### src/hdl/infix_to_postfix_converter_core_defines.svh
// Assertion macros for the converter RTL.
// Each macro expects signals named clk and rst_n in the scope where it is used.
`ifndef INFIX_TO_POSTFIX_CONVERTER_CORE_DEFINES_SVH
`define INFIX_TO_POSTFIX_CONVERTER_CORE_DEFINES_SVH

// The consequent must hold in the same cycle as the antecedent.
`define I2P_ASSERT_IMP(lbl, ante, cons, msg) \
  lbl: assert property (@(posedge clk) disable iff (!rst_n) (ante) |-> (cons)) \
    else $error(msg);

// The consequent must hold in the cycle after the antecedent.
`define I2P_ASSERT_NXT(lbl, ante, cons, msg) \
  lbl: assert property (@(posedge clk) disable iff (!rst_n) (ante) |=> (cons)) \
    else $error(msg);

`endif

### src/hdl/i2p_pkg.sv
`default_nettype none
package i2p_pkg;

  localparam int I2P_STACK_DEPTH = 8;
  localparam int I2P_QUEUE_DEPTH = 2;

  localparam logic [7:0] CH_STAR   = 8'h2A;
  localparam logic [7:0] CH_SLASH  = 8'h2F;
  localparam logic [7:0] CH_PLUS   = 8'h2B;
  localparam logic [7:0] CH_MINUS  = 8'h2D;
  localparam logic [7:0] CH_LPAREN = 8'h28;
  localparam logic [7:0] CH_RPAREN = 8'h29;
  localparam logic [7:0] CH_DOT    = 8'h2E;
  localparam logic [7:0] CH_SPACE  = 8'h20;
  localparam logic [7:0] CH_ZERO   = 8'h30;
  localparam logic [7:0] CH_NINE   = 8'h39;

  // Character classes decided by the front end.
  typedef logic [2:0] cls_t;
  localparam cls_t CLS_DIGIT = 3'd0;
  localparam cls_t CLS_OPEN  = 3'd1;
  localparam cls_t CLS_CLOSE = 3'd2;
  localparam cls_t CLS_SPACE = 3'd3;
  localparam cls_t CLS_OPER  = 3'd4;

  // Precedence level: 2 for * and /, 1 for + and -, 0 for everything else.
  typedef logic [1:0] rank_t;

  typedef struct packed {
    logic [7:0] symbol;
    cls_t       cls;
    rank_t      rank;
    logic       is_last;
  } q_entry_t;

  function automatic rank_t rank_of(input logic [7:0] c);
    rank_t r;
    if (c == CH_STAR || c == CH_SLASH) begin
      r = 2'd2;
    end else if (c == CH_PLUS || c == CH_MINUS) begin
      r = 2'd1;
    end else begin
      r = 2'd0;
    end
    return r;
  endfunction

endpackage
`default_nettype wire

### src/hdl/i2p_in_if.sv
`default_nettype none
interface i2p_in_if;
  logic       valid;
  logic       ready;
  logic [7:0] symbol;
  logic       is_last;

  modport source (output valid, output symbol, output is_last, input ready);
  modport sink   (input valid, input symbol, input is_last, output ready);
endinterface
`default_nettype wire

### src/hdl/i2p_out_if.sv
`default_nettype none
interface i2p_out_if;
  logic       valid;
  logic       ready;
  logic [7:0] out_symbol;
  logic       end_of_expression;
  logic       stack_error;

  modport source (output valid, output out_symbol, output end_of_expression,
                  output stack_error, input ready);
  modport sink   (input valid, input out_symbol, input end_of_expression,
                  input stack_error, output ready);
endinterface
`default_nettype wire

### src/hdl/i2p_front.sv
`default_nettype none
module i2p_front (
  input  logic              clk,
  input  logic              rst_n,
  i2p_in_if.sink            in_chan,
  output logic              q_valid,
  output i2p_pkg::q_entry_t q_entry,
  input  logic              q_pop
);
  import i2p_pkg::*;

  localparam int PTR_W = (I2P_QUEUE_DEPTH > 1) ? $clog2(I2P_QUEUE_DEPTH) : 1;
  localparam int CNT_W = $clog2(I2P_QUEUE_DEPTH + 1);

  q_entry_t         queue_r [I2P_QUEUE_DEPTH];
  logic [PTR_W-1:0] wr_ptr_r, wr_ptr_nxt;
  logic [PTR_W-1:0] rd_ptr_r, rd_ptr_nxt;
  logic [CNT_W-1:0] cnt_r, cnt_nxt;
  logic             push;
  logic             pop;
  q_entry_t         cls_entry;

  function automatic logic [PTR_W-1:0] ptr_inc(input logic [PTR_W-1:0] p);
    logic [PTR_W-1:0] n;
    if (p == PTR_W'(I2P_QUEUE_DEPTH - 1)) begin
      n = '0;
    end else begin
      n = p + PTR_W'(1);
    end
    return n;
  endfunction

  // Classify the incoming character once, so the back end only sequences.
  always_comb begin
    cls_entry.symbol  = in_chan.symbol;
    cls_entry.is_last = in_chan.is_last;
    cls_entry.rank    = rank_of(in_chan.symbol);
    if ((in_chan.symbol >= CH_ZERO && in_chan.symbol <= CH_NINE) ||
        in_chan.symbol == CH_DOT) begin
      cls_entry.cls = CLS_DIGIT;
    end else if (in_chan.symbol == CH_LPAREN) begin
      cls_entry.cls = CLS_OPEN;
    end else if (in_chan.symbol == CH_RPAREN) begin
      cls_entry.cls = CLS_CLOSE;
    end else if (in_chan.symbol == CH_SPACE) begin
      cls_entry.cls = CLS_SPACE;
    end else begin
      cls_entry.cls = CLS_OPER;
    end
  end

  assign in_chan.ready = (cnt_r != CNT_W'(I2P_QUEUE_DEPTH));
  assign push          = in_chan.valid && in_chan.ready;
  assign pop           = q_pop && (cnt_r != CNT_W'(0));
  assign q_valid       = (cnt_r != CNT_W'(0));
  assign q_entry       = queue_r[rd_ptr_r];

  always_comb begin
    wr_ptr_nxt = push ? ptr_inc(wr_ptr_r) : wr_ptr_r;
    rd_ptr_nxt = pop ? ptr_inc(rd_ptr_r) : rd_ptr_r;
    cnt_nxt    = cnt_r;
    if (push && !pop) begin
      cnt_nxt = cnt_r + CNT_W'(1);
    end else if (pop && !push) begin
      cnt_nxt = cnt_r - CNT_W'(1);
    end
  end

  always_ff @(posedge clk) begin
    if (!rst_n) begin
      wr_ptr_r <= '0;
      rd_ptr_r <= '0;
      cnt_r    <= '0;
    end else begin
      wr_ptr_r <= wr_ptr_nxt;
      rd_ptr_r <= rd_ptr_nxt;
      cnt_r    <= cnt_nxt;
    end
  end

  always_ff @(posedge clk) begin
    if (push) begin
      queue_r[wr_ptr_r] <= cls_entry;
    end
  end

endmodule
`default_nettype wire

### src/hdl/i2p_back.sv
`default_nettype none
`include "infix_to_postfix_converter_core_defines.svh"
module i2p_back #(
  parameter int STACK_DEPTH = i2p_pkg::I2P_STACK_DEPTH
) (
  input  logic              clk,
  input  logic              rst_n,
  input  logic              q_valid,
  input  i2p_pkg::q_entry_t q_entry,
  output logic              q_pop,
  i2p_out_if.source         out_chan
);
  import i2p_pkg::*;

  localparam int CNT_W = $clog2(STACK_DEPTH + 1);
  localparam int IDX_W = $clog2(STACK_DEPTH);

  localparam logic [3:0] S_IDLE      = 4'd0;
  localparam logic [3:0] S_HEAD      = 4'd1;
  localparam logic [3:0] S_CLOSE     = 4'd2;
  localparam logic [3:0] S_CLOSE_SP  = 4'd3;
  localparam logic [3:0] S_OPER      = 4'd4;
  localparam logic [3:0] S_OPER_SP   = 4'd5;
  localparam logic [3:0] S_FLUSH_SP  = 4'd6;
  localparam logic [3:0] S_FLUSH     = 4'd7;
  localparam logic [3:0] S_FLUSH_PSP = 4'd8;

  logic [3:0]       state_r, state_nxt;
  logic [CNT_W-1:0] cnt_r, cnt_nxt;
  logic             err_r, err_nxt;
  q_entry_t         cur_r, cur_nxt;
  logic [7:0]       stack_r [STACK_DEPTH];

  logic             out_vld_r, out_vld_nxt;
  logic [7:0]       out_sym_r;
  logic             out_eoe_r;
  logic             out_err_r;

  logic             slot_free;
  logic             emit;
  logic [7:0]       emit_sym;
  logic             emit_eoe;
  logic             push;
  logic             pop;
  logic             full;
  logic             empty;
  logic [CNT_W-1:0] top_pos;
  logic [7:0]       top_sym;
  logic [3:0]       tail_state;

  assign slot_free  = !out_vld_r || out_chan.ready;
  assign full       = (cnt_r == CNT_W'(STACK_DEPTH));
  assign empty      = (cnt_r == CNT_W'(0));
  assign top_pos    = cnt_r - CNT_W'(1);
  assign top_sym    = stack_r[top_pos[IDX_W-1:0]];
  assign tail_state = cur_r.is_last ? S_FLUSH_SP : S_IDLE;

  always_comb begin
    state_nxt = state_r;
    err_nxt   = err_r;
    cur_nxt   = cur_r;
    q_pop     = 1'b0;
    emit      = 1'b0;
    emit_sym  = CH_SPACE;
    emit_eoe  = 1'b0;
    push      = 1'b0;
    pop       = 1'b0;

    unique case (state_r)
      S_IDLE: begin
        if (q_valid) begin
          q_pop     = 1'b1;
          cur_nxt   = q_entry;
          state_nxt = S_HEAD;
        end
      end
      S_HEAD: begin
        unique case (cur_r.cls)
          CLS_DIGIT: begin
            if (slot_free) begin
              emit      = 1'b1;
              emit_sym  = cur_r.symbol;
              state_nxt = tail_state;
            end
          end
          CLS_OPEN: begin
            push      = 1'b1;
            state_nxt = tail_state;
          end
          CLS_SPACE: begin
            state_nxt = tail_state;
          end
          CLS_CLOSE: begin
            if (slot_free) begin
              emit      = 1'b1;
              state_nxt = S_CLOSE;
            end
          end
          default: begin
            if (slot_free) begin
              emit      = 1'b1;
              state_nxt = S_OPER;
            end
          end
        endcase
      end
      S_CLOSE: begin
        if (!empty && top_sym != CH_LPAREN) begin
          if (slot_free) begin
            emit     = 1'b1;
            emit_sym = top_sym;
            pop      = 1'b1;
            if (top_sym == CH_STAR || top_sym == CH_SLASH) begin
              state_nxt = S_CLOSE_SP;
            end
          end
        end else begin
          if (!empty) begin
            pop = 1'b1;
          end else begin
            err_nxt = 1'b1;
          end
          state_nxt = tail_state;
        end
      end
      S_OPER: begin
        if (!empty && cur_r.rank <= rank_of(top_sym)) begin
          if (slot_free) begin
            emit      = 1'b1;
            emit_sym  = top_sym;
            pop       = 1'b1;
            state_nxt = S_OPER_SP;
          end
        end else begin
          push      = 1'b1;
          state_nxt = tail_state;
        end
      end
      S_FLUSH: begin
        if (slot_free) begin
          emit = 1'b1;
          if (!empty) begin
            emit_sym  = top_sym;
            pop       = 1'b1;
            state_nxt = S_FLUSH_PSP;
          end else begin
            emit_eoe  = 1'b1;
            err_nxt   = 1'b0;
            state_nxt = S_IDLE;
          end
        end
      end
      S_CLOSE_SP, S_OPER_SP, S_FLUSH_SP, S_FLUSH_PSP: begin
        if (slot_free) begin
          emit = 1'b1;
          case (state_r)
            S_CLOSE_SP: state_nxt = S_CLOSE;
            S_OPER_SP:  state_nxt = S_OPER;
            default:    state_nxt = S_FLUSH;
          endcase
        end
      end
      default: begin
        state_nxt = S_IDLE;
      end
    endcase

    cnt_nxt = cnt_r;
    if (push) begin
      if (full) begin
        err_nxt = 1'b1;
      end else begin
        cnt_nxt = cnt_r + CNT_W'(1);
      end
    end else if (pop) begin
      cnt_nxt = cnt_r - CNT_W'(1);
    end

    out_vld_nxt = out_vld_r;
    if (slot_free) begin
      out_vld_nxt = emit;
    end
  end

  always_ff @(posedge clk) begin
    if (!rst_n) begin
      state_r   <= S_IDLE;
      cnt_r     <= '0;
      err_r     <= 1'b0;
      out_vld_r <= 1'b0;
    end else begin
      state_r   <= state_nxt;
      cnt_r     <= cnt_nxt;
      err_r     <= err_nxt;
      out_vld_r <= out_vld_nxt;
    end
  end

  always_ff @(posedge clk) begin
    cur_r <= cur_nxt;
    if (push && !full) begin
      stack_r[cnt_r[IDX_W-1:0]] <= cur_r.symbol;
    end
    if (emit) begin
      out_sym_r <= emit_sym;
      out_eoe_r <= emit_eoe;
      out_err_r <= err_r;
    end
  end

  assign out_chan.valid             = out_vld_r;
  assign out_chan.out_symbol        = out_sym_r;
  assign out_chan.end_of_expression = out_eoe_r;
  assign out_chan.stack_error       = out_err_r;

  `I2P_ASSERT_IMP(a_eoe_empty, emit && emit_eoe, cnt_r == CNT_W'(0), "end of expression with entries left")
  `I2P_ASSERT_NXT(a_eoe_clears, emit && emit_eoe, !err_r, "error flag not cleared after flush")
  `I2P_ASSERT_IMP(a_pop_nonempty, pop, cnt_r != CNT_W'(0), "pop from an empty stack")
  `I2P_ASSERT_IMP(a_cnt_bound, out_vld_r || !out_vld_r, cnt_r <= CNT_W'(STACK_DEPTH), "stack count beyond depth")

endmodule
`default_nettype wire

### src/hdl/infix_to_postfix_converter_core.sv
// Infix to postfix converter: accepts one ASCII character of an infix expression per input
// transaction and returns the postfix text one character per output transaction, with
// spaces between tokens, using an operator stack of STACK_DEPTH entries (2 or more). The
// back-end sequencer sets the timing. It takes a character from the internal queue in its
// idle state and decodes it in its head state. The decoding step also produces the first
// output character, pushes a '(' or drops a space. Every further output character takes
// one more step. So does each stack step that produces no output: the push that ends an
// operator, and the last step of a ')', which pops the matching '(' or finds that none is
// open. A character marked last is followed by a flush of two output characters plus two
// for every stack entry. Stalls on the output hold the sequencer; the input side keeps
// accepting until its two-entry queue is full. The stack needs no clearing after reset.
`default_nettype none
module infix_to_postfix_converter_core #(
  parameter int STACK_DEPTH = i2p_pkg::I2P_STACK_DEPTH
) (
  input  logic      clk,
  input  logic      rst_n,
  i2p_in_if.sink    in_chan,
  i2p_out_if.source out_chan
);
  import i2p_pkg::*;

  // Classified characters travel from the front end to the back end through a short queue,
  // so that a slow flush on the output side does not stop input transactions at once.
  logic     q_valid;
  q_entry_t q_entry;
  logic     q_pop;

  // The front end decodes each character into its class and precedence and queues it.
  i2p_front u_front (
    .clk     (clk),
    .rst_n   (rst_n),
    .in_chan (in_chan),
    .q_valid (q_valid),
    .q_entry (q_entry),
    .q_pop   (q_pop)
  );

  // The back end owns the operator stack and the sticky error flag. It walks each queued
  // character through its pops and pushes and registers every output character, so a result
  // waiting to be taken never blocks the queue from filling.
  i2p_back #(
    .STACK_DEPTH (STACK_DEPTH)
  ) u_back (
    .clk      (clk),
    .rst_n    (rst_n),
    .q_valid  (q_valid),
    .q_entry  (q_entry),
    .q_pop    (q_pop),
    .out_chan (out_chan)
  );

endmodule
`default_nettype wire
### src/flat_wrapper.sv
// flat-port wrapper written by rule: the top's interface ports become plain ports
module infix_to_postfix_converter_core_flat import i2p_pkg::*;
#(
  parameter int STACK_DEPTH = i2p_pkg::I2P_STACK_DEPTH
)
  (clk, rst_n, in_chan_valid, in_chan_symbol, in_chan_is_last, in_chan_ready, out_chan_valid, out_chan_out_symbol, out_chan_end_of_expression, out_chan_stack_error, out_chan_ready);
  i2p_in_if in_chan_i ();
  i2p_out_if out_chan_i ();
  input  logic clk;
  input  logic rst_n;
  input wire logic [$bits(in_chan_i.valid)-1:0] in_chan_valid;
  input wire logic [$bits(in_chan_i.symbol)-1:0] in_chan_symbol;
  input wire logic [$bits(in_chan_i.is_last)-1:0] in_chan_is_last;
  output wire logic [$bits(in_chan_i.ready)-1:0] in_chan_ready;
  output wire logic [$bits(out_chan_i.valid)-1:0] out_chan_valid;
  output wire logic [$bits(out_chan_i.out_symbol)-1:0] out_chan_out_symbol;
  output wire logic [$bits(out_chan_i.end_of_expression)-1:0] out_chan_end_of_expression;
  output wire logic [$bits(out_chan_i.stack_error)-1:0] out_chan_stack_error;
  input wire logic [$bits(out_chan_i.ready)-1:0] out_chan_ready;
  assign in_chan_i.valid = in_chan_valid;
  assign in_chan_i.symbol = in_chan_symbol;
  assign in_chan_i.is_last = in_chan_is_last;
  assign in_chan_ready = in_chan_i.ready;
  assign out_chan_valid = out_chan_i.valid;
  assign out_chan_out_symbol = out_chan_i.out_symbol;
  assign out_chan_end_of_expression = out_chan_i.end_of_expression;
  assign out_chan_stack_error = out_chan_i.stack_error;
  assign out_chan_i.ready = out_chan_ready;
  infix_to_postfix_converter_core #(.STACK_DEPTH(STACK_DEPTH)) u_core (.clk(clk), .rst_n(rst_n), .in_chan(in_chan_i), .out_chan(out_chan_i));
endmodule
### config.mk
export PLATFORM = sky130hd
export DESIGN_NAME = infix_to_postfix_converter_core_flat
export DESIGN_NICKNAME = d
export VERILOG_FILES = /design/src/hdl/i2p_pkg.sv /design/src/hdl/i2p_in_if.sv /design/src/hdl/i2p_out_if.sv /design/src/hdl/i2p_front.sv /design/src/hdl/i2p_back.sv /design/src/hdl/infix_to_postfix_converter_core.sv /design/src/flat_wrapper.sv
export VERILOG_INCLUDE_DIRS = /design/src /design/src/hdl
export SDC_FILE = /design/constraint.sdc
export NUM_CORES = 1
export LEC_CHECK = 0
export BUFFER_PORTS_ARGS = -buffer_cell sky130_fd_sc_hd__buf_4
export CELL_PAD_IN_SITES_DETAIL_PLACEMENT = 0
export CELL_PAD_IN_SITES_GLOBAL_PLACEMENT = 1
export CORE_MARGIN = 3
export CORE_UTILIZATION = 52
export DETAILED_ROUTE_END_ITERATION = 7
export PLACE_DENSITY = 0.78
export SLEW_MARGIN = 15
export SYNTH_ARGS = -nofsm -noshare
export SYNTH_HDL_FRONTEND = slang
export SYNTH_HIERARCHICAL = 1
export SYNTH_SLANG_ARGS = --single-unit
### constraint.sdc
create_clock -name clk -period 6.5 [get_ports clk]
set_clock_uncertainty 0.2 [all_clocks]
set_input_delay 0.65 -clock clk [delete_from_list [all_inputs] [get_ports clk]]
set_output_delay 0.65 -clock clk [all_outputs]
set_load 0.01 [all_outputs]
==> results.yml <==
setup_path:
  cp-start-kind: "register"
  required_ps: 6450
  crit_type: "reg -> reg"
  endpoint_kind: "register"
  worstPathMaxFanout: 17
  crit_arrival_ps: 5360
sta:
  setup_violations: 0
  worst_slew_pin_slew_ps: 1100
  timing.slew.headroom_pct: 26.2
  tns_ps: 0
  fmax_mhz: 185
  fin_crit_ps: 5420
  hold_viol_final: 0
  drv_slew: 0
  holdWs_ps: 116
  rsz0062_at_grt: "no"
  period_share_pct: 83.3
  layout_setup_ws_ps: 1080
clocking:
  clockBufferDepth: 2
  hold_buffers: 0
  cts_tree: "built"
  cts_resized: 0
  post_cts_buffers: 0
  cts.sinks: 131
  htree_num_levels: 4
  root_buffer: "clkbuf_8"
  clkTransAtPathRegs_ps: 60
  clock_latency_ps: 520
  numCtsBuffers: 17
final_layout:
  multiInputGateArea_sq_um: 1770
  layout-drive-gt1-share_pct: 25.0
  finalInstanceArea_sq_um: 6590
  syn_to_final_growth_pct: 16.7
  n_antenna_cell: 0
  fillCellCount: 779
  seq_area_sq_um: 3780
  nets: 429
route:
  drcViolationCount: 0
  postRouteAntennaNets: 0
  vias: 3185
  via_per_inst: 5.69
  drt_first_pass_iters: 5
  drt_iter0_markers: 291
  totalWireLength_mm: 10.4
  wl_per_cell_um: 18.5
floorplanning:
  boundaryPins: 25
  coreArea_sq_um: 10500
  die_area_sq_um: 12100
  die_h_um: 110
  row_count: 37
  start_util_pct: 54.0
  die_x_um: 110
global_routing:
  overflow: 0
  grt_pass1_vias: 3079
  grt_pass1_wl_mm: 16.5
  antenna_found_initial: 0
  grt_max_degree: 20
  track_usage_pct: 18.7
power_and_ir_drop:
  swShare_pct: 31.6
  ir_drop_uv: 258
  combPwrFrac_pct: 25.8
  p_clk_share_pct: 31.3
  leakagePower_uw: 0.00225
  p_int_uw: 2030
  switching_power_uw: 939
  power_frac_seq_pct: 42.9
  powerDensity_nw_per_um2: 451
synth:
  ys_ff_latch: 131
  syn_avg_cell_area_sq_um: 15.2
  synthCells: 371
  ys_top_cells_by_area: "edfxtp_1 62%, mux4_2 6.4%, dfxtp_1 5.3%"
  synth_top_area_share_pct: 61.7
  synthDistinctLibCells: 60
  synth.largest_area_cell: "edfxtp_1"
  seq_area_frac_synth_pct: 67.0
  synth_edf_count: 116
  yosysWarningCount: 6
  ys_async_sr_fraction_pct: 0
  syn-cell-area_sq_um: 5650
  synth_ff_type: "edfxtp_1"
  synthesis.nets: 389
placed_design:
  dp_hpwl_mm: 7.01
  place_area_sq_um: 6000
  gp_congestion: 0.827
  port_buffers: 24
  place_ws_ps: 1180
flow_run:
  maxCapViolCount: 0
run_status:
  outcome: "complete, no violations"
min_path:
  hp-class: "in -> reg"
[final cells by class]
class	count	area share (%)
repair buffers	32	3.65
clock inverters	14	2.55
well taps	136	2.58
multi-input cells	220	26.9
clock buffers	18	6.34
inverters	9	0.513
flip-flops and latches	131	57.4
[per-layer routing]
layer	global-route usage (%)	up-vias	routed length (um)
li1	-	1526	-
met4	6.68	0	98
met2	29.1	94	5050
met1	25.8	1556	4610
met5	0	-	0
met3	4.95	9	619
[cell usage after synthesis, drive strengths merged, types with 3 or more instances]
cell type  instances
a21boi             4
a21oi             12
a31oi              4
and2               5
and3               6
buf                6
clkbuf             5
dfxtp             15
edfxtp           116
ha                 5
inv                9
mux2              14
mux2i             12
mux4              16
nand2             26
nand2b             6
nor2              22
nor2b              7
nor3              10
nor3b              4
nor4b              4
o21ai             19
or3                5
xnor2              7
xor2               3
[cell families after synthesis]
family | count (synthesis) | synth area share, %
xor+xnor | 10 | 1.55
flops | 131 | 67.0
mux | 42 | 11.3
fa+ha+maj | 5 | 1.11
buf+inv | 20 | 1.55
compound gates | 58 | 7.00
simple gates | 105 | 10.5
[metrics by stage]
| stage | util, % | total power, uW | cells |
|---|---|---|---|
| 2_1_floorplan | - | 1820 | 371 |
| 3_3_place_gp | 57.4 | 2030 | 528 |
| 3_5_place_dp | 57.4 | 2050 | 528 |
| 4_1_cts | 63.0 | 2980 | 560 |
| 5_1_grt | 63.0 | 3120 | 560 |
| 6_report | 63.0 | 2970 | 560 |
[path summary, 6_finish.rpt]
kind,startpoint,endpoint,slack [ps],cells after the start
max,u_core/u_back/cnt_r[1]$_SDFFE_PN0P_,u_core/u_back/stack_r[7][2]$_DFFE_PP_,1080,13
min,in_chan_is_last,u_core/u_front/queue_r[0][0]$_DFFE_PP_,120,1
max reg2reg,u_core/u_back/cnt_r[1]$_SDFFE_PN0P_,u_core/u_back/stack_r[7][2]$_DFFE_PP_,1080,13
min reg2reg,u_core/u_back/err_r$_SDFF_PN0_,u_core/u_back/out_chan.stack_error$_DFFE_PP_,250,0
[flip-flops by register name (all words and copies together), names as in the netlist, named ones only]
| signal | count |
|---|---|
| u_core/u_back/out_chan.valid | 1 |
| u_core/u_back/out_chan.stack_error | 1 |
| u_core/u_back/out_chan.end_of_expression | 1 |
| u_core/u_front/cnt_r | 2 |
| u_core/u_back/stack_r | 64 |
| u_core/u_front/rd_ptr_r | 1 |
| u_core/u_front/queue_r | 28 |
| u_core/u_back/cnt_r | 4 |
| u_core/u_back/err_r | 1 |
| u_core/u_back/out_chan.out_symbol | 8 |
| u_core/u_back/state_r | 4 |
| u_core/u_front/wr_ptr_r | 1 |
| u_core/u_back/cur_r | 14 |
[power groups by stage]
| stage | Clock (uW) | Sequential, uW | Combinational (uW) |
|---|---|---|---|
| finish | 929 | 1270 | 767 |
| global placement | 0 | 1280 | 751 |
| CTS | 943 | 1270 | 765 |
| floorplan | 0 | 1220 | 597 |
| global route | 986 | 1300 | 832 |
| detailed placement | 0 | 1290 | 752 |
[critical path: stages, from the launching register on]
cell       delay (ps)
dfxtp_1           480
inv_1             140
ha_1              800
mux4_2            460
nor4b_2           390
a22oi_2           150
or3_1             410
ha_1              300
nor2b_1           140
a2bb2oi_1         190
o21bai_1          160
a21boi_1          460
nand2_1           190
nor2_1            560
[placed cells by master (no fill, tap or decap), types with 2 or more instances in the layout]
| cell | netlist | routed |
|---|---|---|
| nand3_1 | 2 | 2 |
| nor3_1 | 9 | 9 |
| a31oi_1 | 4 | 4 |
| nor3b_1 | 4 | 4 |
| nand3b_1 | 2 | 2 |
| nor2b_1 | 7 | 7 |
| bufinv_16 | 0 | 2 |
| mux4_2 | 16 | 16 |
| xor2_1 | 3 | 3 |
| dfxtp_1 | 15 | 15 |
| inv_8 | 0 | 3 |
| mux2i_1 | 12 | 12 |
| clkinv_4 | 0 | 3 |
| mux2_2 | 14 | 14 |
| nor2_1 | 21 | 21 |
| nand2_1 | 26 | 26 |
| clkbuf_16 | 0 | 16 |
| a21oi_1 | 12 | 12 |
| inv_6 | 0 | 4 |
| o21bai_1 | 2 | 2 |
| a21boi_0 | 3 | 3 |
| nand2b_1 | 6 | 6 |
| o21ai_0 | 9 | 9 |
| xnor2_1 | 7 | 7 |
| edfxtp_1 | 116 | 116 |
| or3_1 | 5 | 5 |
| and3_1 | 6 | 6 |
| and2_1 | 5 | 5 |
| nor4b_2 | 2 | 2 |
| o21ai_1 | 10 | 10 |
| inv_1 | 8 | 8 |
| buf_4 | 0 | 32 |
| ha_1 | 5 | 5 |
No activity file was read; power rests on OpenSTA's default activity.
